**config.mk**
```make
export PLATFORM = sky130hd
export DESIGN_NAME = floppy_soft_switch_controller_unit
export DESIGN_NICKNAME = d
export VERILOG_FILES = /design/src/rtl/fssc_pkg.sv /design/src/rtl/fssc_cfg.sv /design/src/rtl/fssc_core.sv /design/src/rtl/floppy_soft_switch_controller_unit.sv
export SDC_FILE = /design/constraint.sdc
export NUM_CORES = 1
export LEC_CHECK = 0
export ABC_CLOCK_PERIOD_IN_PS = 10500
export BUFFER_PORTS_ARGS = -buffer_cell sky130_fd_sc_hd__buf_2
export CORE_MARGIN = 8
export CORE_UTILIZATION = 50
export CTS_BUF_LIST = sky130_fd_sc_hd__clkbuf_8
export DETAILED_ROUTE_END_ITERATION = 7
export PLACE_DENSITY = 0.77
export SLEW_MARGIN = 15
export SYNTH_ARGS = -nofsm -noshare
export SYNTH_HDL_FRONTEND = slang
export SYNTH_SLANG_ARGS = --single-unit
```
**constraint.sdc**
```tcl
create_clock -name clk -period 10.5 [get_ports clk]
set_input_delay 2.625 -clock clk [delete_from_list [all_inputs] [get_ports clk]]
set_output_delay 2.625 -clock clk [all_outputs]
set_load 0.05 [all_outputs]
```
**src/rtl/fssc_pkg.sv**
```systemverilog
package fssc_pkg;

  localparam int NUM_DRIVES = 2;
  localparam int DRV_W      = (NUM_DRIVES > 1) ? $clog2(NUM_DRIVES) : 1;
  localparam bit MULTI_DRV  = (NUM_DRIVES > 1);

  localparam logic [7:0] MOTOR_OFF_DELAY_RST = 8'd60;
  localparam logic [6:0] MAX_HALF_TRACK_RST  = 7'd69;

  localparam logic       REG_MOTOR_OFF_DELAY = 1'b0;
  localparam logic       REG_MAX_HALF_TRACK  = 1'b1;

  localparam logic REQ_SWITCH = 1'b0;
  localparam logic REQ_TICK   = 1'b1;

  localparam logic [3:0] SW_MOTOR_OFF = 4'h8;
  localparam logic [3:0] SW_MOTOR_ON  = 4'h9;
  localparam logic [3:0] SW_DRIVE_1   = 4'hA;
  localparam logic [3:0] SW_DRIVE_2   = 4'hB;
  localparam logic [3:0] SW_LATCH     = 4'hC;
  localparam logic [3:0] SW_NOP       = 4'hD;
  localparam logic [3:0] SW_READ_MODE = 4'hE;
  localparam logic [3:0] SW_WRITE_MODE = 4'hF;

  typedef struct packed {
    logic [7:0] motor_off_delay;
    logic [6:0] max_half_track;
  } cfg_t;

  typedef struct packed {
    logic       req_type;
    logic [3:0] switch_index;
    logic       has_write_data;
    logic [7:0] write_value;
    logic [7:0] disk_byte_in;
  } item_t;

  typedef struct packed {
    logic [7:0] read_data;
    logic       disk_read_taken;
    logic       disk_write_strobe;
    logic [7:0] disk_write_byte;
    logic       motor_running;
    logic       second_drive_selected;
    logic [6:0] head_half_track;
    logic       writing_mode;
  } result_t;

endpackage

```
**src/rtl/fssc_cfg.sv**
```systemverilog
module fssc_cfg (
  input  logic                           clk,
  input  logic                           rst_n,
  input  logic                           cfg_psel,
  input  logic                           cfg_penable,
  input  logic                           cfg_pwrite,
  input  logic [2:0]                     cfg_paddr,
  input  logic [31:0]                    cfg_pwdata,
  output logic [31:0]                    cfg_prdata,
  output logic                           cfg_pready,
  output fssc_pkg::cfg_t                 cfg
);
  import fssc_pkg::*;

  logic [7:0] delay_r;
  logic [6:0] max_ht_r;
  logic       wr_en;
  logic       reg_sel;

  assign cfg_pready = 1'b1;
  assign wr_en      = cfg_psel & cfg_penable & cfg_pwrite & cfg_pready;
  assign reg_sel    = cfg_paddr[2];

  always_ff @(posedge clk) begin
    if (!rst_n) begin
      delay_r  <= MOTOR_OFF_DELAY_RST;
      max_ht_r <= MAX_HALF_TRACK_RST;
    end else if (wr_en) begin
      case (reg_sel)
        REG_MOTOR_OFF_DELAY: delay_r  <= cfg_pwdata[7:0];
        REG_MAX_HALF_TRACK:  max_ht_r <= cfg_pwdata[6:0];
        default: ;
      endcase
    end
  end

  always_comb begin
    case (reg_sel)
      REG_MOTOR_OFF_DELAY: cfg_prdata = {24'd0, delay_r};
      REG_MAX_HALF_TRACK:  cfg_prdata = {25'd0, max_ht_r};
      default:             cfg_prdata = 32'd0;
    endcase
  end

  assign cfg.motor_off_delay = delay_r;
  assign cfg.max_half_track  = max_ht_r;

endmodule

```
**src/rtl/fssc_core.sv**
```systemverilog
module fssc_core (
  input  logic              clk,
  input  logic              rst_n,
  input  fssc_pkg::cfg_t    cfg,
  input  logic              step,
  input  fssc_pkg::item_t   item,
  output fssc_pkg::result_t res
);
  import fssc_pkg::*;

  logic [3:0] phase_r, phase_nxt;
  logic [1:0] cog_r [NUM_DRIVES];
  logic [1:0] cog_nxt [NUM_DRIVES];
  logic [6:0] ht_r [NUM_DRIVES];
  logic [6:0] ht_nxt [NUM_DRIVES];
  logic       motor_r, motor_nxt;
  logic       drv2_r, drv2_nxt;
  logic       wmode_r, wmode_nxt;
  logic [7:0] latch_r, latch_nxt;
  logic [7:0] cnt_r, cnt_nxt;
  logic       pend_r, pend_nxt;
  logic [DRV_W-1:0] act, act_nxt;
  result_t    r;

  assign act     = (drv2_r && MULTI_DRV) ? DRV_W'(1) : '0;
  assign act_nxt = (drv2_nxt && MULTI_DRV) ? DRV_W'(1) : '0;

  always_comb begin
    logic [1:0] cog;
    logic [1:0] left;
    logic [1:0] right;
    logic [1:0] p;
    logic [7:0] dec;

    phase_nxt = phase_r;
    cog_nxt   = cog_r;
    ht_nxt    = ht_r;
    motor_nxt = motor_r;
    drv2_nxt  = drv2_r;
    wmode_nxt = wmode_r;
    latch_nxt = latch_r;
    cnt_nxt   = cnt_r;
    pend_nxt  = pend_r;
    r         = '0;
    cog       = cog_r[act];
    left      = cog - 2'd1;
    right     = cog + 2'd1;
    p         = item.switch_index[2:1];
    dec       = (cnt_r != 8'd0) ? cnt_r - 8'd1 : 8'd0;

    if (item.req_type == REQ_TICK) begin
      if (pend_r) begin
        cnt_nxt = dec;
        if (dec == 8'd0) begin
          motor_nxt = 1'b0;
          pend_nxt  = 1'b0;
        end
      end
    end else begin
      if (pend_r) cnt_nxt = cfg.motor_off_delay;
      if (item.has_write_data) latch_nxt = item.write_value;
      if (!item.switch_index[3]) begin
        phase_nxt[p] = item.switch_index[0];
        if (!phase_nxt[cog] && phase_nxt[left]) begin
          cog_nxt[act] = left;
          if (ht_r[act] != 7'd0) ht_nxt[act] = ht_r[act] - 7'd1;
        end else if (!phase_nxt[cog] && phase_nxt[right]) begin
          cog_nxt[act] = right;
          if (ht_r[act] < cfg.max_half_track) ht_nxt[act] = ht_r[act] + 7'd1;
        end
      end else begin
        case (item.switch_index)
          SW_MOTOR_OFF: begin
            if (motor_r) begin
              pend_nxt = 1'b1;
              cnt_nxt  = cfg.motor_off_delay;
            end
          end
          SW_MOTOR_ON: begin
            pend_nxt  = 1'b0;
            cnt_nxt   = 8'd0;
            motor_nxt = 1'b1;
          end
          SW_DRIVE_1: drv2_nxt = 1'b0;
          SW_DRIVE_2: drv2_nxt = MULTI_DRV;
          SW_LATCH: begin
            if (motor_r) begin
              if (wmode_r) begin
                r.disk_write_strobe = 1'b1;
                r.disk_write_byte   = latch_nxt;
                latch_nxt           = 8'd0;
              end else begin
                r.disk_read_taken = 1'b1;
                r.read_data       = item.disk_byte_in;
                latch_nxt         = item.disk_byte_in;
              end
            end
          end
          SW_NOP: ;
          SW_READ_MODE:  wmode_nxt = 1'b0;
          SW_WRITE_MODE: wmode_nxt = 1'b1;
          default: ;
        endcase
      end
    end

    r.motor_running         = motor_nxt;
    r.second_drive_selected = drv2_nxt && MULTI_DRV;
    r.head_half_track       = ht_nxt[act_nxt];
    r.writing_mode          = wmode_nxt;
  end

  assign res = r;

  always_ff @(posedge clk) begin
    if (!rst_n) begin
      phase_r <= '0;
      for (int i = 0; i < NUM_DRIVES; i++) begin
        cog_r[i] <= '0;
        ht_r[i]  <= '0;
      end
      motor_r <= 1'b0;
      drv2_r  <= 1'b0;
      wmode_r <= 1'b0;
      latch_r <= '0;
      cnt_r   <= '0;
      pend_r  <= 1'b0;
    end else if (step) begin
      phase_r <= phase_nxt;
      cog_r   <= cog_nxt;
      ht_r    <= ht_nxt;
      motor_r <= motor_nxt;
      drv2_r  <= drv2_nxt;
      wmode_r <= wmode_nxt;
      latch_r <= latch_nxt;
      cnt_r   <= cnt_nxt;
      pend_r  <= pend_nxt;
    end
  end

endmodule

```
**src/rtl/floppy_soft_switch_controller_unit.sv**
```systemverilog
// Soft switch controller for a two-drive floppy interface. Each input
// transaction is either a soft switch access or one frame tick; each gives
// exactly one result transaction carrying any disk read or write plus the
// motor, drive, head and mode status after it. One transaction is taken per
// clock cycle while the result path is not stalled; it waits in the input
// register, and when it advances the controller state is updated and the
// result registered, then offered and held while out_tready is low.
// Registers: 0x0 motor-off delay in frame ticks, 0x4 highest half-track;
// write them only while the block is idle.
module floppy_soft_switch_controller_unit (
  input  logic        clk,
  input  logic        rst_n,
  input  logic        in_tvalid,
  output logic        in_tready,
  input  logic [23:0] in_tdata,  // switch_index, has_write_data, write_value, disk_byte_in
  input  logic        in_tuser,  // req_type
  output logic        out_tvalid,
  input  logic        out_tready,
  output logic [31:0] out_tdata, // read_data, disk_read_taken, disk_write_strobe,
                                 // disk_write_byte, motor_running, second_drive_selected,
                                 // head_half_track, writing_mode
  input  logic        cfg_psel,
  input  logic        cfg_penable,
  input  logic        cfg_pwrite,
  input  logic [2:0]  cfg_paddr,
  input  logic [31:0] cfg_pwdata,
  output logic [31:0] cfg_prdata,
  output logic        cfg_pready
);
  import fssc_pkg::*;

  cfg_t    cfg;
  item_t   in_item;
  item_t   s1_item_r;
  logic    s1_valid_r;
  logic    out_valid_r;
  result_t out_res_r;
  result_t res;
  logic    adv;
  logic    in_acc;

  fssc_cfg u_cfg (
    .clk         (clk),
    .rst_n       (rst_n),
    .cfg_psel    (cfg_psel),
    .cfg_penable (cfg_penable),
    .cfg_pwrite  (cfg_pwrite),
    .cfg_paddr   (cfg_paddr),
    .cfg_pwdata  (cfg_pwdata),
    .cfg_prdata  (cfg_prdata),
    .cfg_pready  (cfg_pready),
    .cfg         (cfg)
  );

  assign in_item.req_type       = in_tuser;
  assign in_item.switch_index   = in_tdata[3:0];
  assign in_item.has_write_data = in_tdata[4];
  assign in_item.write_value    = in_tdata[12:5];
  assign in_item.disk_byte_in   = in_tdata[20:13];

  assign adv       = s1_valid_r & (~out_valid_r | out_tready);
  assign in_tready = ~s1_valid_r | adv;
  assign in_acc    = in_tvalid & in_tready;

  fssc_core u_core (
    .clk   (clk),
    .rst_n (rst_n),
    .cfg   (cfg),
    .step  (adv),
    .item  (s1_item_r),
    .res   (res)
  );

  always_ff @(posedge clk) begin
    if (!rst_n) begin
      s1_valid_r  <= 1'b0;
      out_valid_r <= 1'b0;
    end else begin
      if (in_acc) s1_valid_r <= 1'b1;
      else if (adv) s1_valid_r <= 1'b0;
      if (adv) out_valid_r <= 1'b1;
      else if (out_tready) out_valid_r <= 1'b0;
    end
  end

  always_ff @(posedge clk) begin
    if (in_acc) s1_item_r <= in_item;
    if (adv) out_res_r <= res;
  end

  assign out_tvalid = out_valid_r;
  assign out_tdata  = {4'd0,
                       out_res_r.writing_mode,
                       out_res_r.head_half_track,
                       out_res_r.second_drive_selected,
                       out_res_r.motor_running,
                       out_res_r.disk_write_byte,
                       out_res_r.disk_write_strobe,
                       out_res_r.disk_read_taken,
                       out_res_r.read_data};

endmodule

```
# Word level (Yosys, flattened, before mapping)
# Index checks and enable logic that the tools add are counted.
# word_totals
regBits	109
word_cells	162
output_inout_bits	67
# classes
n_eq_ne	9
magnitude_cmp	9
reduce_logical	23
n_mux	72
bitwise	16
addsub	5
# op_table
op	count
$mux W8	11
$mux W14	6
$pmux W32 S2	1
$mux W7	7
$bwmux W14	2
$eq A4 B4 Y1 const B	7
$mux W1	25
$pmux W8 S2	1
$bwmux W4	3
$lt A2 B3 Y1 const B	4
$reduce_or A5 Y1	2
$mux W9	1
$logic_not A8 Y1	1
$mux W2	4
$mux W4	2
$not A1 Y1	8
$reduce_and A2 Y1	4
$reduce_and A4 Y1	2
$reduce_bool A2 Y1	4
$reduce_bool A8 Y1	1
$sub A8 B1 Y8 const B	1
$add A7 B1 Y7 const B	1
$demux W7 S1	1
$lt A7 B7 Y1	1
other kinds (21)	34

# Logic depth before layout (Yosys ltp)
# logic_depth
ltp_word	16
mapped_depth	14
mapped_depth_nobuf	12

# By module
# From an unflattened synthesis, not the netlist that was laid out.
# unflattened
hier_cells	676
hier_area_um2	6493.7
# by_module_without_submodules
module	cells_per_inst	seq_area_each_um2	area_per_inst_um2	instances
fssc_core	510	840.8	3906.2	1
floppy_soft_switch_controller_unit	64	1541.5	1639.1	1
fssc_cfg	102	300.3	948.4	1

# Least setup slack after synthesis
# No wires, ideal clock.
# synth_path
path_type	input -> output
startpoint	input port cfg_paddr[2]
endpoint	output port cfg_prdata[7]
stages	2
n_path_buf	1
t_required_ps	7875
arrival_time_ps	3557
slack_ps	4318
cell_sequence	clkbuf_1 nor2b_1
# synth_between
elab_chain_len	2
# synth_rtl
element	line_no	rtl
start: declaration	floppy_soft_switch_controller_unit.sv:25	input logic [2:0] cfg_paddr,
$not A1 Y1	fssc_cfg.sv:38	case (reg_sel)
$pmux W32 S2 (*)	fssc_cfg.sv:38	
end: declaration	floppy_soft_switch_controller_unit.sv:27	output logic [31:0] cfg_prdata,
# Every way passes the cells marked *; elsewhere a longest branch is shown, timed or not. The select of a mux whose other input is x is not followed.

# Final worst setup path
# layout_path
startpoint	input port cfg_paddr[2]
endpoint	output port cfg_prdata[3]
# The elaborated chain is that of the path after synthesis.

==> impl_metrics.toml <==
[timing]
period_share_pct = 57.9
skew_ns = 0.0194
tightest_slew_ns = 1.05
slew-limit-headroom_pct = 30.2
setup_tns_ns = 0
setup_violations = 0
finalCriticalPeriod_ns = 6.08
fin_hold_ws_ns = 0.474
slew_viol_final = 0
hold_viol_final = 0
rsz0062_at_grt = "no"
fmax_mhz = 164

[pwr]
pwr-share-comb_pct = 16.4
power_density_nw_per_um2 = 133
p_int_w = 0.000612
p_leak_nw = 2.60
p_clk_share_pct = 30.3
power.switching_w = 0.000270
swShare_pct = 30.6
vdd_drop_max_mv = 0.118
pwr-share-seq_pct = 53.3

[clock_network]
clk_pin_slew_ns = 0.11
cts_resized = 0
clock_path_buffers = 2
htreeDepth = 3
cts_buffers = 9
clock-sinks = 109
postCtsHoldBufs = 0
post_cts_buffers = 0
clockRootBuffer = "clkbuf_8"
cts_tree = "yes"
clk_latency_ns = 0.39

[logic_synthesis]
syn_area_per_cell_um2 = 9.15
ys.flop_type = "dfxtp_1"
synth-async-reset-ratio_pct = 0
ys_warn_count = 0
synth-seq-cells = 109
ys_seq_area_share_pct = 44.2
yosys-top-cells-area = "edfxtp_1 (25%), dfxtp_1 (19%), nor2_1 (4.6%)"
yosys.area.top_type = "edfxtp_1"
yosysUniqueCellTypes = 76
synthCells = 664
synth-edff-count = 50
synth_area_um2 = 6070
synth_top_area_share_pct = 24.7

[setup_path]
reg2regPathDepth = 12
endpoint = "cfg_prdata[3]"
slowest_stage = "mux2_2"
timing.rr.end = "out_tdata[23]$_DFFE_PP_"
cp-startpoint = "cfg_paddr[2]"
crit_path_start_kind = "primary input"
crit_top_cell = "buf_2"
reg2reg_from = "u_core.drv2_r$_SDFFE_PN0P_"
end_kind = "primary output"
cp.arrival_ns = 3.46
worst-setup-path-type = "primary input to primary output"
worstPathMaxFanout = 11
regToRegSetupSlack_ns = 6.53
path_cells = "buf_2 -> mux2_2 -> buf_2"
crit_required_ns = 7.88
cpPeakStageDelay_ns = 0.38

[cells_and_area]
fin_nets = 796
diodes = 0
area_delta_synth_final_pct = 9.04
drive_above_1_share_pct = 17.4
fillers = 1057

[routing]
viasPerCell = 5.95
drt-total-wl_um = 15300
drc = 0
drtIter0Drc = 447
post_drt_wl_per_cell_um = 17.6
first_pass_iters = 6
vias = 5182
antenna_left = 0

[floorplanning]
die_y_um = 126
die_area_um2 = 15900
std_cell_rows = 40
core_um2 = 12000
die_w_um = 126
ioPinCount = 134
initial_core_util_pct = 50.8

[worst_hold_path]
hold_path_class = "flop to flop"

[global_route]
grt_pass1_wl_um = 25200
grt_pass1_vias = 5051
grt_max_degree = 47
antenna_found_initial = 0
gr-total-overflow = 0
grt_usage_pct = 19.2

[placed_design]
gp_congestion = 0.910
portBuffers = 75
dp_hpwl_um = 11000

[run_status]
outcome = "finished clean"

[run]
maxCapViolCount = 0
## power groups by stage
stage | clock network (W) | logic, W | registers (W)
finish | 0.000267 | 0.000144 | 0.000470
global route | 0.000288 | 0.000155 | 0.000472
CTS | 0.000273 | 0.000143 | 0.000470
detailed placement | 0 | 0.000143 | 0.000480
global placement | 0 | 0.000139 | 0.000479
floorplan | 0 | 0.000105 | 0.000492
## worst max-delay path: cells and delay by family
kind / cells / cell delay [ns]
buf+inv: 2 / 0.44
mux: 1 / 0.38
## through the flow
step / setup WS, ns / instances / total power, W / utilization, % / cell area (um2)
after floorplan: 4.32 / 691 / 0.000596 / - / 6180
after detailed placement: 4.43 / 855 / 0.000622 / 53.7 / 6420
after global routing: 4.40 / 871 / 0.000915 / 55.4 / 6620
after CTS: 4.43 / 871 / 0.000886 / 55.4 / 6620
final: 4.42 / 871 / 0.000882 / 55.4 / 6620
after global placement: 4.45 / 855 / 0.000618 / 53.7 / 6420
## layout by cell type (no fill, tap or decap), types with 4 or more instances in the layout
master / n
inv_1: 26
clkbuf_8: 9
o221ai_1: 8
a21oi_1: 42
nand3_1: 12
buf_4: 5
and2_1: 12
mux2_2: 14
nor3_1: 14
buf_2: 75
nand4_1: 5
clkinv_1: 4
o21ai_0: 32
a221o_1: 4
nand2_1: 61
nand2b_1: 4
a221oi_1: 4
or3_1: 4
edfxtp_1: 50
ha_1: 10
conb_1: 29
o31ai_1: 7
o22ai_1: 7
and3_1: 6
dfxtp_1: 59
mux2i_1: 25
nor2b_1: 8
xnor2_1: 7
a22oi_1: 11
a211oi_1: 20
nor2_1: 75
## worst min path at each step
stage | startpoint | endpoint | cells past startpoint | slack [ns]
after CTS | u_core.latch_r[7]$_SDFFE_PN0P_ | u_core.latch_r[7]$_SDFFE_PN0P_ | 2 | 0.48
after detailed placement | u_core.latch_r[7]$_SDFFE_PN0P_ | u_core.latch_r[7]$_SDFFE_PN0P_ | 2 | 0.46
after global routing | u_cfg.delay_r[1]$_SDFFE_PN0P_ | u_cfg.delay_r[1]$_SDFFE_PN0P_ | 2 | 0.52
final | u_core.latch_r[7]$_SDFFE_PN0P_ | u_core.latch_r[7]$_SDFFE_PN0P_ | 2 | 0.47
after floorplan | u_core.latch_r[7]$_SDFFE_PN0P_ | u_core.latch_r[7]$_SDFFE_PN0P_ | 2 | 0.43
after global placement | u_core.latch_r[7]$_SDFFE_PN0P_ | u_core.latch_r[7]$_SDFFE_PN0P_ | 2 | 0.44
## metal layers
metal	track usage [%]	wire (um)	part of all wire, %	up-vias
met5	0	0	0	-
met4	7.01	298	1.9	0
li1	-	-	-	2487
met2	29.9	6960	46	248
met1	24.8	6770	44	2416
met3	5.65	1270	8.3	31
## cell families (layout without fill, tap and decap cells)
group           after synthesis  after routing  synth area share [%]
simple gates                224            224                  17.7
compound gates              178            178                  20.1
flops                       109            109                  44.2
buf+inv                      93            126                  7.68
mux                          41             41                  7.17
fa+ha+maj                    10             10                  2.06
xor+xnor                      7              7                  1.01
other cells                   2             29                 0.124
## state kept, by name (all words and copies together), names as in the netlist, named ones only
name and flops:
u_core.ht_r 14, u_core.wmode_r 1, u_core.pend_r 1, u_core.cnt_r 8, out_tvalid 1, u_core.latch_r 8
s1_valid_r 1, s1_item_r 22, u_cfg.max_ht_r 7, u_cfg.delay_r 8, u_core.motor_r 1, u_core.cog_r 2
u_core.drv2_r 1, u_core.phase_r 4, out_tdata 28
## area by class of cell
cell class | instances | area, um2 | area share [%]
flip-flops and latches | 109 | 2680 | 40.5
clock inverters | 7 | 81.3 | 1.23
well taps | 147 | 184 | 2.78
multi-input cells | 489 | 3030 | 45.7
repair buffers | 80 | 413 | 6.23
inverters | 30 | 113 | 1.70
clock buffers | 9 | 124 | 1.87
## synth_stat cells, drive strengths merged (4+ instances only)
library cell  count
nand4             5
nor3             14
nor2             77
or3               4
a22oi            12
edfxtp           50
dfxtp            59
xnor2             7
a211oi           20
a21oi            43
nor2b             8
nand3            12
mux2             14
and2             12
o21ai            35
and3              6
ha               10
nand2            62
inv              27
a21boi            4
buf              38
a221oi            4
a221o             4
o22ai             7
clkbuf           25
nand2b            4
mux2i            27
o31ai             7
o221ai            8
No activity file was read; power rests on OpenSTA's default activity.
